<file path="config.mk">
export PLATFORM = sky130hd
export DESIGN_NAME = i2c_master_bit_engine
export DESIGN_NICKNAME = d
export VERILOG_FILES = /design/src/sv/i2cm_pkg.sv /design/src/sv/i2cm_front.sv /design/src/sv/i2cm_engine.sv /design/src/sv/i2cm_res_q.sv /design/src/sv/i2c_master_bit_engine.sv
export SDC_FILE = /design/constraint.sdc
export NUM_CORES = 1
export LEC_CHECK = 0
export BUFFER_PORTS_ARGS = -buffer_cell sky130_fd_sc_hd__buf_4
export CAP_MARGIN = 30
export CORE_MARGIN = 3
export CORE_UTILIZATION = 40
export DETAILED_ROUTE_END_ITERATION = 8
export HOLD_SLACK_MARGIN = 0.15
export PLACE_DENSITY = 0.53
export SYNTH_ARGS = -nofsm -noshare
export SYNTH_HDL_FRONTEND = slang
export SYNTH_HIERARCHICAL = 1
export SYNTH_SLANG_ARGS = --single-unit
</file>
<file path="constraint.sdc">
create_clock -name clk -period 5.7 [get_ports clk]
set_clock_uncertainty 0.05 [all_clocks]
set_input_delay 1.14 -clock clk [delete_from_list [all_inputs] [get_ports clk]]
set_output_delay 1.14 -clock clk [all_outputs]
set_load 0.1 [all_outputs]
</file>
<file path="src/sv/i2cm_pkg.sv">
// Shared types and constants for the I2C master bit engine.
// Depends on nothing; every other file imports it.
package i2cm_pkg;

  localparam int QDEPTH = 2;
  localparam int QPTR_W = 1;
  localparam int QCNT_W = 2;

  localparam logic [2:0] OP_TICK  = 3'd0;
  localparam logic [2:0] OP_START = 3'd1;
  localparam logic [2:0] OP_STOP  = 3'd2;
  localparam logic [2:0] OP_WRITE = 3'd3;
  localparam logic [2:0] OP_RDACK = 3'd4;
  localparam logic [2:0] OP_RDNAK = 3'd5;

  localparam logic [0:0] REG_HALF_PERIOD = 1'd0;
  localparam logic [0:0] REG_ACK_TIMEOUT = 1'd1;

  localparam logic [15:0] HALF_PERIOD_RST = 16'd2;
  localparam logic [7:0]  ACK_TIMEOUT_RST = 8'd250;
  localparam logic [3:0]  BITS_PER_BYTE   = 4'd8;

  typedef enum logic [2:0] {
    CMD_NONE  = 3'b000,
    CMD_START = 3'b001,
    CMD_STOP  = 3'b010,
    CMD_WRITE = 3'b011,
    CMD_READ  = 3'b100
  } cmd_t;

  typedef struct packed {
    cmd_t       cmd;
    logic       nack;
    logic [7:0] tx_byte;
    logic       sda_in;
  } item_t;

  typedef struct packed {
    logic scl;
    logic sda;
    logic drv;
  } pins_t;

  typedef struct packed {
    pins_t      pins;
    logic       busy;
    logic       done;
    logic [7:0] rx_byte;
    logic       ack_error;
  } res_t;

  typedef enum logic [13:0] {
    PH_IDLE = 14'b00000000000001,
    PH_ST1  = 14'b00000000000010,
    PH_ST2  = 14'b00000000000100,
    PH_SP1  = 14'b00000000001000,
    PH_SP2  = 14'b00000000010000,
    PH_SP3  = 14'b00000000100000,
    PH_WL   = 14'b00000001000000,
    PH_WH   = 14'b00000010000000,
    PH_AL   = 14'b00000100000000,
    PH_AH   = 14'b00001000000000,
    PH_RL   = 14'b00010000000000,
    PH_RH   = 14'b00100000000000,
    PH_KL   = 14'b01000000000000,
    PH_KH   = 14'b10000000000000
  } phase_t;

endpackage

</file>
<file path="src/sv/i2cm_front.sv">
// Front end: decode the operation code and hold ticks in a short queue.
// Depends on i2cm_pkg.
module i2cm_front (
  input  logic            clk,
  input  logic            rst,
  input  logic            push,
  output logic            full,
  input  logic [2:0]      operation,
  input  logic [7:0]      tx_byte,
  input  logic            sda_in,
  output logic            head_valid,
  output i2cm_pkg::item_t head,
  input  logic            take
);
  import i2cm_pkg::*;

  item_t              mem [QDEPTH];
  logic [QPTR_W-1:0]  wr_ptr;
  logic [QPTR_W-1:0]  rd_ptr;
  logic [QCNT_W-1:0]  count;
  item_t              item_in;
  logic               do_push;
  logic               do_take;

  always_comb begin
    item_in.tx_byte = tx_byte;
    item_in.sda_in  = sda_in;
    item_in.nack    = 1'b0;
    case (operation)
      OP_START: item_in.cmd = CMD_START;
      OP_STOP:  item_in.cmd = CMD_STOP;
      OP_WRITE: item_in.cmd = CMD_WRITE;
      OP_RDACK: item_in.cmd = CMD_READ;
      OP_RDNAK: begin
        item_in.cmd  = CMD_READ;
        item_in.nack = 1'b1;
      end
      default:  item_in.cmd = CMD_NONE;
    endcase
  end

  assign full       = (count == QCNT_W'(QDEPTH));
  assign head_valid = (count != '0);
  assign head       = mem[rd_ptr];
  assign do_push    = push && !full;
  assign do_take    = take && head_valid;

  always_ff @(posedge clk) begin
    if (do_push) begin
      mem[wr_ptr] <= item_in;
    end
  end

  always_ff @(posedge clk) begin
    if (rst) begin
      wr_ptr <= '0;
      rd_ptr <= '0;
      count  <= '0;
    end else begin
      if (do_push) wr_ptr <= wr_ptr + 1'b1;
      if (do_take) rd_ptr <= rd_ptr + 1'b1;
      count <= count + QCNT_W'(do_push) - QCNT_W'(do_take);
    end
  end

endmodule

</file>
<file path="src/sv/i2cm_engine.sv">
// Back end: bus phase sequencer and configuration registers, one tick per step.
// Depends on i2cm_pkg.
module i2cm_engine (
  input  logic            clk,
  input  logic            rst,
  input  logic            cfg_we,
  input  logic [0:0]      cfg_index,
  input  logic [15:0]     cfg_data,
  input  logic            step,
  input  i2cm_pkg::item_t item,
  output i2cm_pkg::res_t  res
);
  import i2cm_pkg::*;

  logic [15:0] half_period_ticks;
  logic [7:0]  ack_timeout_polls;

  phase_t      phase, phase_next;
  logic [15:0] tick_count, tick_count_next;
  logic [3:0]  bit_index, bit_index_next;
  logic [7:0]  shift_byte, shift_byte_next;
  logic [7:0]  poll_count, poll_count_next;
  logic        send_ack_bit, send_ack_bit_next;
  logic        error_flag, error_flag_next;
  logic [7:0]  rx_hold, rx_hold_next;
  pins_t       pins, pins_next;

  logic [15:0] tick_inc;
  logic [3:0]  bit_inc;
  logic        expired;
  logic        do_enter;
  phase_t      enter_ph;
  logic        done;

  // Pin levels shown on the tick that enters a phase.
  function automatic pins_t pin_map(phase_t p, logic msb, pins_t cur, logic ack);
    pins_t r;
    r = cur;
    case (p)
      PH_ST1:  r = '{scl: 1'b1, sda: 1'b1, drv: 1'b1};
      PH_ST2:  r = '{scl: 1'b1, sda: 1'b0, drv: 1'b1};
      PH_SP1:  r = '{scl: 1'b0, sda: 1'b0, drv: 1'b1};
      PH_SP2:  r = '{scl: 1'b1, sda: 1'b0, drv: 1'b1};
      PH_SP3:  r = '{scl: 1'b1, sda: 1'b1, drv: 1'b1};
      PH_WL:   r = '{scl: 1'b0, sda: msb,  drv: 1'b1};
      PH_WH:   r = '{scl: 1'b1, sda: msb,  drv: 1'b1};
      PH_AL:   r = '{scl: 1'b0, sda: cur.sda, drv: 1'b0};
      PH_AH:   r = '{scl: 1'b1, sda: cur.sda, drv: 1'b0};
      PH_RL:   r = '{scl: 1'b0, sda: cur.sda, drv: 1'b0};
      PH_RH:   r = '{scl: 1'b1, sda: cur.sda, drv: 1'b0};
      PH_KL:   r = '{scl: 1'b0, sda: ack,  drv: 1'b1};
      PH_KH:   r = '{scl: 1'b1, sda: ack,  drv: 1'b1};
      default: r = cur;
    endcase
    return r;
  endfunction

  always_comb begin
    phase_next        = phase;
    tick_count_next   = tick_count;
    bit_index_next    = bit_index;
    shift_byte_next   = shift_byte;
    poll_count_next   = poll_count;
    send_ack_bit_next = send_ack_bit;
    error_flag_next   = error_flag;
    rx_hold_next      = rx_hold;
    pins_next         = pins;
    done              = 1'b0;
    do_enter          = 1'b0;
    enter_ph          = PH_IDLE;
    tick_inc          = tick_count + 16'd1;
    bit_inc           = bit_index + 4'd1;
    expired           = (tick_inc >= half_period_ticks);

    if (phase == PH_IDLE) begin
      case (item.cmd)
        CMD_START: begin
          do_enter = 1'b1;
          enter_ph = PH_ST1;
        end
        CMD_STOP: begin
          do_enter = 1'b1;
          enter_ph = PH_SP1;
        end
        CMD_WRITE: begin
          shift_byte_next = item.tx_byte;
          bit_index_next  = '0;
          do_enter        = 1'b1;
          enter_ph        = PH_WL;
        end
        CMD_READ: begin
          shift_byte_next   = '0;
          bit_index_next    = '0;
          send_ack_bit_next = item.nack;
          do_enter          = 1'b1;
          enter_ph          = PH_RL;
        end
        default: ;
      endcase
    end else if (phase == PH_AH) begin
      if (!item.sda_in) begin
        error_flag_next = 1'b0;
        pins_next.scl   = 1'b0;
        pins_next.drv   = 1'b0;
        phase_next      = PH_IDLE;
        tick_count_next = '0;
        done            = 1'b1;
      end else if (poll_count >= ack_timeout_polls) begin
        // no acknowledge in time: flag it and stop the bus
        error_flag_next = 1'b1;
        do_enter        = 1'b1;
        enter_ph        = PH_SP1;
      end else begin
        poll_count_next = poll_count + 8'd1;
      end
    end else begin
      if (phase == PH_RH && tick_count == '0) begin
        shift_byte_next = {shift_byte[6:0], item.sda_in};
      end
      tick_count_next = tick_inc;
      if (expired) begin
        case (phase)
          PH_ST1: begin
            do_enter = 1'b1;
            enter_ph = PH_ST2;
          end
          PH_ST2: begin
            pins_next       = '{scl: 1'b0, sda: 1'b0, drv: 1'b1};
            phase_next      = PH_IDLE;
            tick_count_next = '0;
            done            = 1'b1;
          end
          PH_SP1: begin
            do_enter = 1'b1;
            enter_ph = PH_SP2;
          end
          PH_SP2: begin
            do_enter = 1'b1;
            enter_ph = PH_SP3;
          end
          PH_SP3: begin
            phase_next      = PH_IDLE;
            tick_count_next = '0;
            done            = 1'b1;
          end
          PH_WL: begin
            do_enter = 1'b1;
            enter_ph = PH_WH;
          end
          PH_WH: begin
            bit_index_next  = bit_inc;
            shift_byte_next = {shift_byte[6:0], 1'b0};
            do_enter        = 1'b1;
            enter_ph        = (bit_inc < BITS_PER_BYTE) ? PH_WL : PH_AL;
          end
          PH_AL: begin
            do_enter = 1'b1;
            enter_ph = PH_AH;
          end
          PH_RL: begin
            do_enter = 1'b1;
            enter_ph = PH_RH;
          end
          PH_RH: begin
            bit_index_next = bit_inc;
            do_enter       = 1'b1;
            enter_ph       = (bit_inc < BITS_PER_BYTE) ? PH_RL : PH_KL;
          end
          PH_KL: begin
            do_enter = 1'b1;
            enter_ph = PH_KH;
          end
          PH_KH: begin
            pins_next       = '{scl: 1'b0, sda: send_ack_bit, drv: 1'b1};
            rx_hold_next    = shift_byte_next;
            phase_next      = PH_IDLE;
            tick_count_next = '0;
            done            = 1'b1;
          end
          default: begin
            phase_next      = PH_IDLE;
            tick_count_next = '0;
          end
        endcase
      end
    end

    if (do_enter) begin
      phase_next      = enter_ph;
      tick_count_next = '0;
      pins_next       = pin_map(enter_ph, shift_byte_next[7], pins, send_ack_bit_next);
      if (enter_ph == PH_AH) poll_count_next = '0;
    end

    res.pins      = pins_next;
    res.busy      = (phase_next != PH_IDLE);
    res.done      = done;
    res.rx_byte   = rx_hold_next;
    res.ack_error = error_flag_next;
  end

  always_ff @(posedge clk) begin
    if (rst) begin
      half_period_ticks <= HALF_PERIOD_RST;
      ack_timeout_polls <= ACK_TIMEOUT_RST;
    end else if (cfg_we) begin
      case (cfg_index)
        REG_HALF_PERIOD: half_period_ticks <= cfg_data;
        REG_ACK_TIMEOUT: ack_timeout_polls <= cfg_data[7:0];
        default: ;
      endcase
    end
  end

  always_ff @(posedge clk) begin
    if (rst) begin
      phase        <= PH_IDLE;
      tick_count   <= '0;
      bit_index    <= '0;
      shift_byte   <= '0;
      poll_count   <= '0;
      send_ack_bit <= 1'b0;
      error_flag   <= 1'b0;
      rx_hold      <= '0;
      pins         <= '{scl: 1'b1, sda: 1'b1, drv: 1'b1};
    end else if (step) begin
      phase        <= phase_next;
      tick_count   <= tick_count_next;
      bit_index    <= bit_index_next;
      shift_byte   <= shift_byte_next;
      poll_count   <= poll_count_next;
      send_ack_bit <= send_ack_bit_next;
      error_flag   <= error_flag_next;
      rx_hold      <= rx_hold_next;
      pins         <= pins_next;
    end
  end

endmodule

</file>
<file path="src/sv/i2cm_res_q.sv">
// Result queue: holds finished words until the consumer pops them.
// Depends on i2cm_pkg.
module i2cm_res_q (
  input  logic           clk,
  input  logic           rst,
  input  logic           push,
  input  i2cm_pkg::res_t din,
  output logic           full,
  output logic           empty,
  input  logic           pop,
  output i2cm_pkg::res_t dout
);
  import i2cm_pkg::*;

  res_t              mem [QDEPTH];
  logic [QPTR_W-1:0] wr_ptr;
  logic [QPTR_W-1:0] rd_ptr;
  logic [QCNT_W-1:0] count;
  logic              do_push;
  logic              do_pop;

  assign full    = (count == QCNT_W'(QDEPTH));
  assign empty   = (count == '0);
  assign dout    = mem[rd_ptr];
  assign do_push = push && !full;
  assign do_pop  = pop && !empty;

  always_ff @(posedge clk) begin
    if (do_push) begin
      mem[wr_ptr] <= din;
    end
  end

  always_ff @(posedge clk) begin
    if (rst) begin
      wr_ptr <= '0;
      rd_ptr <= '0;
      count  <= '0;
    end else begin
      if (do_push) wr_ptr <= wr_ptr + 1'b1;
      if (do_pop)  rd_ptr <= rd_ptr + 1'b1;
      count <= count + QCNT_W'(do_push) - QCNT_W'(do_pop);
    end
  end

endmodule

</file>
<file path="src/sv/i2c_master_bit_engine.sv">
// Top level of the I2C master bit engine: front queue, phase sequencer, result queue.
// Depends on i2cm_pkg, i2cm_front, i2cm_engine and i2cm_res_q.
//
// Each pushed word is one bus time tick carrying the sampled SDA level and,
// when the engine is idle, an optional command (start, stop, write byte with
// acknowledge wait, read byte with ACK or NACK). Every tick yields exactly one
// result word showing the pin levels, busy, a done pulse, the last read byte
// and the acknowledge error flag after that tick. The block takes one tick per
// clock unless a full queue holds it off: a two-word front queue feeds the phase
// sequencer, which handles one tick per cycle when stepped, with a single 16-bit
// increment and compare, and a two-word result queue sits in front of the consumer.
// When neither side stalls, a result is on the result ports just after the edge that
// takes its tick and can be popped at the next edge. Write the two timing
// registers (half period at index 0, acknowledge poll limit at index 1) only
// while no tick is in flight.
module i2c_master_bit_engine (
  input  logic        clk,
  input  logic        rst,
  // configuration write port
  input  logic        cfg_we,
  input  logic [0:0]  cfg_index,
  input  logic [15:0] cfg_data,
  // tick input queue
  input  logic        push,
  output logic        full,
  input  logic [2:0]  operation,
  input  logic [7:0]  tx_byte,
  input  logic        sda_in,
  // result queue
  output logic        empty,
  input  logic        pop,
  output logic        scl_level,
  output logic        sda_level,
  output logic        sda_drive,
  output logic        busy_res,
  output logic        done_res,
  output logic [7:0]  rx_byte,
  output logic        ack_error
);
  import i2cm_pkg::*;

  item_t head;
  logic  head_valid;
  logic  res_full;
  logic  step;
  res_t  eng_res;
  res_t  out_res;

  // Advance the sequencer only when a tick waits and its result has a slot.
  assign step = head_valid && !res_full;

  i2cm_front u_front (
    .clk        (clk),
    .rst        (rst),
    .push       (push),
    .full       (full),
    .operation  (operation),
    .tx_byte    (tx_byte),
    .sda_in     (sda_in),
    .head_valid (head_valid),
    .head       (head),
    .take       (step)
  );

  i2cm_engine u_engine (
    .clk       (clk),
    .rst       (rst),
    .cfg_we    (cfg_we),
    .cfg_index (cfg_index),
    .cfg_data  (cfg_data),
    .step      (step),
    .item      (head),
    .res       (eng_res)
  );

  i2cm_res_q u_res_q (
    .clk   (clk),
    .rst   (rst),
    .push  (step),
    .din   (eng_res),
    .full  (res_full),
    .empty (empty),
    .pop   (pop),
    .dout  (out_res)
  );

  // Drive the result ports from the oldest queued word.
  assign scl_level = out_res.pins.scl;
  assign sda_level = out_res.pins.sda;
  assign sda_drive = out_res.pins.drv;
  assign busy_res  = out_res.busy;
  assign done_res  = out_res.done;
  assign rx_byte   = out_res.rx_byte;
  assign ack_error = out_res.ack_error;

endmodule

</file>
# Word-level counts from Yosys, hierarchy flattened
# Memory sizes are Yosys's and may differ from the RTL's. A register that Yosys moved wholly into a read port is not among the register bits.
# Cells that the tools add are included.
# op_classes
add_sub_neg	11
bitwise_logic	1
reduce_logical	29
n_eq_ne	44
mux	80
magnitude_cmp	3
# op_table
op	n
$mux W14	10
$pmux W14 S9	1
$mux W8	15
$mux W16	6
$pmux W11 S4	1
$mux W1	32
$eq A14 B10 Y1 const B	2
$eq A14 B11 Y1 const B	2
$eq A14 B12 Y1 const B	2
$eq A14 B13 Y1 const B	2
$eq A14 B14 Y1 const B	2
$eq A14 B2 Y1 const B	2
$eq A14 B3 Y1 const B	2
$eq A14 B4 Y1 const B	2
$eq A14 B5 Y1 const B	2
$eq A14 B6 Y1 const B	2
$eq A14 B7 Y1 const B	2
$eq A14 B8 Y1 const B	2
$eq A14 B9 Y1 const B	2
$pmux W3 S9	1
$mux W4	6
$add A16 B1 Y16 const B	1
$ge A16 B16 Y1	1
$logic_not A16 Y1	1
other kinds (34)	67
# totals
ramBits	54
memories	2
word_cells	190
reg_bits	95
input_bits	34
# mem_list
memory	words	width	rd	rd_clocked_by_memory_dff	write_ports	line_no	text
u_res_q.mem	2	14	1	1	1	i2cm_res_q.sv:15	res_t mem [QDEPTH];
u_front.mem	2	13	1	1	1	i2cm_front.sv:17	item_t mem [QDEPTH];

# Logic depth before layout (Yosys ltp)
# Gate-level depths: netlist of the first run.
# depth
ltp_word	11
mapped_depth	18

# By module
# The synthesis of the first run kept the hierarchy.
# modules_own_cells
module	area_each_um2	cells_each	seq_area_each_um2	instances
i2cm_engine	5456.5	682	1741.7	1
i2cm_res_q	1238.7	70	940.9	1
i2cm_front	1194.9	71	880.8	1
i2c_master_bit_engine	13.8	1	0.0	1

# Least setup slack after synthesis of the first run
# OpenSTA, ideal clock, no wires.
# synth_timing
path_type	register -> register
startpoint	register u_engine.tick_count[2]
endpoint	memory u_res_q/mem[0][12] (netlist name), data pin
setup_slack_ps	1450
n_path_buf	3
path_stages_with_launch	18
synth_period_minus_slack_ps	4250
t_arrival_ps	3937
required_time_ps	5386
cell_sequence	dfxtp_1 > clkbuf_1 > nand2_1 > nor4_1 > and3_1 > and3_1 > and3_1 > xor2_1 > ha_1 > and4_1 > a221oi_1 > and2_1 > clkbuf_1 > clkbuf_1 > nor2_1 > a221o_1 > a21oi_1 > nand2_1
# synth_lines
item	line_no	text
start: declaration	i2cm_engine.sv:19	logic [15:0] tick_count, tick_count_next;
start signal: assignment	i2cm_engine.sv:228	tick_count <= tick_count_next;
end: declaration	i2cm_res_q.sv:15	

==> impl_metrics.csv, run 1 <==
group,metric,value,unit
status,status,"finished, final reports clean",
grt,grt_pass1_wl,31300,um
synthesis,syn_nets,890,
power_and_ir_drop,total_power,0.00436,W
grt,first_global_vias,6107,
timing,hold_ws,0.406,ns
cells_and_area,drive_gt1_share,15.2,%
worst_setup_path,cp.required,5.82,ns
routing,via_per_inst,5.48,
job,cap_viol_max_count,0,
cells_and_area,num-fill-cells,1795,
timing,final_hold_viol_count,0,
floorplan,core,0.0191,mm^2
timing,finalMaxSlewViolations,0,
clocking,clock_sinks,151,
worst_setup_path,slowest_delay,0.66,ns
synthesis,ys_seq_elements,151,
clocking,insertion_delay,0.44,ns
grt,grt-ovfl-total,0,
grt,grt_util_met3,4.19,%
clocking,cts_setup_buffers,0,
worst_setup_path,start_kind,"flip-flop",
routing,firstDrtPassIters,5,
clocking,htree_levels,4,
hold_path,hp-start,"u_engine/half_period_ticks[12]$_SDFFE_PP0P_",
grt,antenna_found_initial,0,
cells_and_area,fin_nets,921,
grt,grtUsageMet1,24.5,%
timing,rsz0062_at_grt,"false",
synthesis,synth-main-ff-cell,"dfxtp_1",
hold_path,hold_class,"reg -> reg",
power_and_ir_drop,p_int,0.00245,W
place,preCtsSetupSlack,0.633,ns
synthesis,async_reset_ff_share,0,%
power_and_ir_drop,pwr-share-comb,40.7,%
clocking,cts_tree,"built",
synthesis,mappedNetlistArea,0.00790,mm^2
worst_setup_path,end_kind,"flip-flop",
synthesis,synth_seq_area_share,45.1,%
synthesis,yosysWarnings,6,
floorplan,start_util,41.4,%
routing,drtAntennaViolNets,0,
power_and_ir_drop,switching_share,43.8,%
timing,fmaxAchievable,0.195,GHz
power_and_ir_drop,p_leak,3.72,nW
power_and_ir_drop,p_switching,0.00191,W
timing,tightest_slew,1.00,ns
place,hpwl,13500,um
worst_setup_path,worstReg2RegStart,"u_engine/tick_count[0]$_SDFFE_PP0P_",
power_and_ir_drop,pwr-share-seq,33.7,%
worst_setup_path,crit_family,"simple AND/OR/NAND/NOR gates",
worst_setup_path,critical_path.startpoint,"u_engine/tick_count[0]$_SDFFE_PP0P_",
clocking,cts.repair.resized,0,
worst_setup_path,slowest_stage,"and2_1",
worst_setup_path,cp_max_fo,17,
synthesis,synthCells,824,
cells_and_area,syn2layout_area_growth,14.5,%
cells_and_area,final_cell_mix,"dfxtp_1, nand2_1, nor2_1",
clocking,holdBufCountCts,0,
floorplan,die_w,147,um
worst_setup_path,cp_data_arrival_time,5.25,ns
clocking,numCtsBuffers,17,
timing,fin_setup_tns,0,ns
floorplan,die_h,147,um
clocking,cts.path.max_buffers,2,
synthesis,syn_area_per_cell,9.59,um^2
floorplan,rows,50,
routing,remaining_drc_errors,0,
routing,wirelength,18800,um
timing,fin_ws,0.576,ns
cells_and_area,finish.utilization,47.4,%
clocking,clk_pin_slew,0.07,ns
power_and_ir_drop,power.density,482,mW/mm^2
clocking,root_buffer,"clkbuf_16",
synthesis,synthDistinctLibCells,77,
worst_setup_path,crit_type,"reg -> reg",
worst_setup_path,crit_path_cell_trace,"ha_1, nand3_1, nor3_1, and3_1, and3_1, nand3_1, xnor2_1, ha_1, and4_1, a221oi_1, and2_1, nor2_2, o31ai_1, o21ai_0, a211o_1",
worst_setup_path,crit_buf_inv,0,
place,port_buffers,49,
timing,setup_violations,0,
routing,drt_iter0_drc,417,
grt,grt_max_degree,59,
timing,fin_crit,5.12,ns
power_and_ir_drop,ir_drop,0.274,mV
place,place.gp.congestion,0.920,
synthesis,synth_edf_count,54,
power_and_ir_drop,p_clk_share,25.7,%
routing,wl_per_cell,16.7,um
floorplan,io-pin-count,50,
cells_and_area,final_common_cell,"dfxtp_1",
grt,grtUsageTotal,18.0,%
grt,grt_busiest_layer,"met2",
routing,via_count,6177,
timing,slew_headroom,32.2,%
cells_and_area,diodes,0,
floorplan,die_area,0.0215,mm^2
grt,met2_usage,28.2,%
timing,fin_crit_sh,89.9,%
cells in the mapped netlist (6+ instances only):
master     n  share of area (%)
mux2_2    23                3.3
nor4_1    10               0.79
edfxtp_1  54                 21
nand2b_1   6               0.47
and2_1     8               0.63
a21o_1     7               0.66
xnor2_1    8               0.89
nor2_1    71                3.4
o211a_1    6               0.76
and4_1     7               0.78
nand4_1   13                1.0
buf_2      8               0.51
mux2i_1   16                2.0
ha_1      32                5.1
mux2_1    21                3.0
nand3_1   39                2.5
inv_1     35                1.7
and3_1     9               0.71
clkbuf_1  26                1.2
dfxtp_1   97                 25
nor3_1    17                1.1
nor4b_1    6               0.66
a21oi_1   49                3.1
o21ai_1   17                1.1
xor2_1    25                2.8
nand2_1   80                3.8
o21ai_0   22                1.4
nor2b_1    9               0.71
per-layer routing:
metal	vias up	routed length (um)
li1	3051	-
met1	2968	8940
met2	137	8690
met3	21	874
met4	0	310
met5	-	0
stage by stage:
stage | std cells | area (um^2)
floorplan | 824 | 7900
global placement | 1095 | 8440
detailed placement | 1096 | 8440
CTS | 1128 | 9050
global route | 1128 | 9050
finish | 1128 | 9050
logic make-up (layout without fill, tap and decap cells):
group,count (synthesis),count (layout),share of synthesized area (%)
adder cells (fa/ha/maj),32,32,5.07
AND/OR/NAND/NOR,313,313,20.6
AO/OA/AOI/OAI,158,158,13.3
buffers and inverters,77,121,3.97
XOR/XNOR,33,33,3.66
flip-flops,151,151,45.1
multiplexers,60,60,8.30
path summary, 6_finish.rpt:
kind              slack (ns)  cells after the start                                           to
setup reg to reg        0.58                     15                 u_res_q/mem[1][10]$_DFFE_PP_
hold reg to reg         0.41                      2  u_engine/half_period_ticks[12]$_SDFFE_PP0P_
setup / recovery        0.58                     15                 u_res_q/mem[1][10]$_DFFE_PP_
hold / removal          0.41                      2  u_engine/half_period_ticks[12]$_SDFFE_PP0P_
final cells by class:
cell class,count,area (um^2),area share (%)
Tap cell,260,325,3.59
Timing Repair Buffer,52,390,4.31
Clock buffer,17,425,4.70
Clock inverter,15,181,2.00
Sequential cell,151,3560,39.4
Inverter,37,139,1.53
Multi-Input combinational cell,596,4030,44.5
power by group through the flow:
stage	Sequential [W]	Clock [W]	Combinational (W)
finish	0.00147	0.00112	0.00177
global route	0.00149	0.00120	0.00192
CTS	0.00147	0.00115	0.00178
detailed placement	0.00149	0	0.00177
global placement	0.00148	0	0.00176
floorplan	0.00143	0	0.00140
worst min-delay path, delay by kind of cell, from the launching register on:
family,cells,cell delay [ns]
flip-flops,1,0.31
AND/OR/NAND/NOR,1,0.05
AO/OA/AOI/OAI,1,0.05
state kept, by name, indices dropped and copies added, names as in the netlist, 8 cells and up, named ones only:
signal,count
u_engine/ack_timeout_polls,8
u_front/mem,26
u_engine/half_period_ticks,16
u_engine/poll_count,8
u_engine/tick_count,16
u_engine/shift_byte,8
u_engine/rx_hold,8
u_res_q/mem,28
u_engine/phase,14
No activity file was read; power rests on OpenSTA's default activity.
==> run 2: changes to the inputs <==
--- a/config.mk
+++ b/config.mk
@@ -10,6 +10,7 @@
 export CORE_MARGIN = 3
 export CORE_UTILIZATION = 40
 export DETAILED_ROUTE_END_ITERATION = 8
+export GPL_TIMING_DRIVEN = 0
 export HOLD_SLACK_MARGIN = 0.15
 export PLACE_DENSITY = 0.53
 export SYNTH_ARGS = -nofsm -noshare
==> run 2 against run 1 <==
  * Design area increased by 1.2%
  * Highest routed layer unchanged
  * Combinational power rose by 6%
  * Total power about the same
  * Non-clock buffer count grew 37
  * Global-route usage is 0.54 points higher
  * Utilization rose by 0.56 points
  * Routed wire length rose by 4.6%
  * Sequential share of layout area is 0.46 points lower
==> impl_metrics.csv, run 2 (same netlist as run 1, synthesis figures left out) <==
group,metric,value,unit
routing,firstDrtPassIters,7,
routing,wl_per_cell,16.9,um
timing,final_hold_viol_count,0,
routing,routed-wl-met3,870,um
worst_setup_path,crit_buf_inv,2,
routing,wirelength,19700,um
job,cap_viol_max_count,0,
cells_and_area,syn2layout_area_growth,15.9,%
clocking,clk_pin_slew,0.06,ns
clocking,numCtsBuffers,17,
cells_and_area,final_cell_mix,"dfxtp_1, nand2_1, nor2_1",
worst_setup_path,crit_family,"simple AND/OR/NAND/NOR gates",
timing,fin_setup_tns,0,ns
routing,via_count,6331,
routing,met2_length,9120,um
timing,fin_ws,0.506,ns
place,hpwl,14800,um
floorplan,io-pin-count,50,
floorplan,core,0.0191,mm^2
clocking,insertion_delay,0.42,ns
timing,fin_crit_sh,91.1,%
worst_setup_path,slowest_delay,0.44,ns
clocking,cts_tree,"built",
timing,tightest_slew,0.999,ns
cells_and_area,fin_nets,958,
worst_setup_path,cp_max_fo,10,
floorplan,start_util,41.4,%
place,dpl_cell_area,0.00860,mm^2
cells_and_area,num-fill-cells,1831,
grt,grt_pass1_wl,32200,um
cells_and_area,final_cell_area,0.00916,mm^2
worst_setup_path,crit_type,"reg -> reg",
grt,grt-ovfl-total,0,
routing,via_per_inst,5.43,
power_and_ir_drop,power.density,476,mW/mm^2
clocking,htree_levels,4,
hold_path,hold_class,"reg -> reg",
clocking,cts_setup_buffers,0,
routing,drtAntennaViolNets,0,
worst_setup_path,cp_data_arrival_time,5.29,ns
routing,remaining_drc_errors,0,
timing,setup_violations,0,
place,port_buffers,49,
power_and_ir_drop,p_leak,3.78,nW
clocking,cts.path.max_buffers,2,
timing,fin_crit,5.19,ns
routing,drt_iter0_drc,427,
timing,hold_ws,0.408,ns
place,place.gp.congestion,0.865,
timing,slew_headroom,32.4,%
power_and_ir_drop,ir_drop,0.270,mV
floorplan,die_w,147,um
grt,grt_max_degree,17,
worst_setup_path,end_kind,"flip-flop",
grt,grtUsageTotal,18.5,%
cells_and_area,final_common_cell,"dfxtp_1",
timing,fmaxAchievable,0.193,GHz
routing,met1Wirelength,9500,um
floorplan,rows,50,
clocking,root_buffer,"clkbuf_16",
grt,antenna_found_initial,0,
worst_setup_path,cp.required,5.80,ns
status,status,"finished, final reports clean",
timing,finalMaxSlewViolations,0,
worst_setup_path,start_kind,"flip-flop",
cells_and_area,largest_reg_flops,28,
cells_and_area,top_regs,"u_res_q/mem x28, u_front/mem x26",
worst_setup_path,crit_path_cell_trace,"ha_1, nand3_1, nor3_1, and3_1, and3_1, nand3_1, xnor2_1, ha_1, and4_1, a221oi_1, and2_1, clkbuf_1, clkbuf_2, nor2_1, a221o_1, a21oi_1, nand2_1",
clocking,clock_sinks,151,
floorplan,die_area,0.0215,mm^2
cells_and_area,diodes,0,
timing,rsz0062_at_grt,"false",
worst_setup_path,slowest_stage,"dfxtp_1",
routing,highest_layer,"met4",
place,preCtsSetupSlack,0.254,ns
cells_and_area,drive_gt1_share,15.6,%
cells_and_area,regMostFlops,"u_res_q/mem",
grt,first_global_vias,6219,
floorplan,die_h,147,um
run 2: through the flow:
| stage | util, % | std cells | power [W] |
|---|---|---|---|
| after global placement | 45.1 | 1133 | 0.00329 |
| after CTS | 48.0 | 1165 | 0.00439 |
| after floorplan | - | 824 | 0.00283 |
| after global routing | 48.0 | 1165 | 0.00460 |
| after detailed placement | 45.1 | 1133 | 0.00331 |
| final | 48.0 | 1165 | 0.00436 |
run 2: worst min-delay path: cells and delay by family (launching register included):
kind               cells  cell delay, ns
AOI/OAI and AO/OA      1            0.05
and+or+nand+nor        1            0.05
DFF                    1            0.31
run 2: layout make-up:
class / count / area [um^2] / area share, %
Multi-Input combinational cell: 596 / 4030 / 44.0
Timing Repair Buffer: 49 / 368 / 4.02
Sequential cell: 151 / 3560 / 38.9
Buffer: 40 / 176 / 1.93
Inverter: 37 / 139 / 1.52
Clock inverter: 13 / 111 / 1.22
Clock buffer: 19 / 443 / 4.84
Tap cell: 260 / 325 / 3.55
run 2: repair_timing:
action	in CTS	in global routing
hold buffers	0	0
gates resized for setup	0	4
endpoints found under the setup margin	0	7
run 2: worst paths after layout:
| check | startpoint | end | slack (ns) | cells after the start |
|---|---|---|---|---|
| setup / recovery | u_engine/tick_count[0]$_SDFFE_PP0P_ | u_res_q/mem[0][12]$_DFFE_PP_ | 0.51 | 17 |
| hold / removal | u_engine/ack_timeout_polls[2]$_SDFFE_PP0P_ | u_engine/ack_timeout_polls[2]$_SDFFE_PP0P_ | 0.41 | 2 |
| setup reg to reg | u_engine/tick_count[0]$_SDFFE_PP0P_ | u_res_q/mem[0][12]$_DFFE_PP_ | 0.51 | 17 |
| hold reg to reg | u_engine/ack_timeout_polls[2]$_SDFFE_PP0P_ | u_engine/ack_timeout_polls[2]$_SDFFE_PP0P_ | 0.41 | 2 |
run 2: per-layer routing:
layer / vias to the layer above / track usage, %
li1: 3128 / -
met1: 3029 / 25.8
met2: 156 / 29.9
met3: 18 / 4.16
met4: 0 / 3.48
met5: - / 0
run 2: report_power, final:
group	internal [W]	switching, W
sequential	0.00134	0.0000987
clock	0.000584	0.000466
combinational	0.000544	0.00133
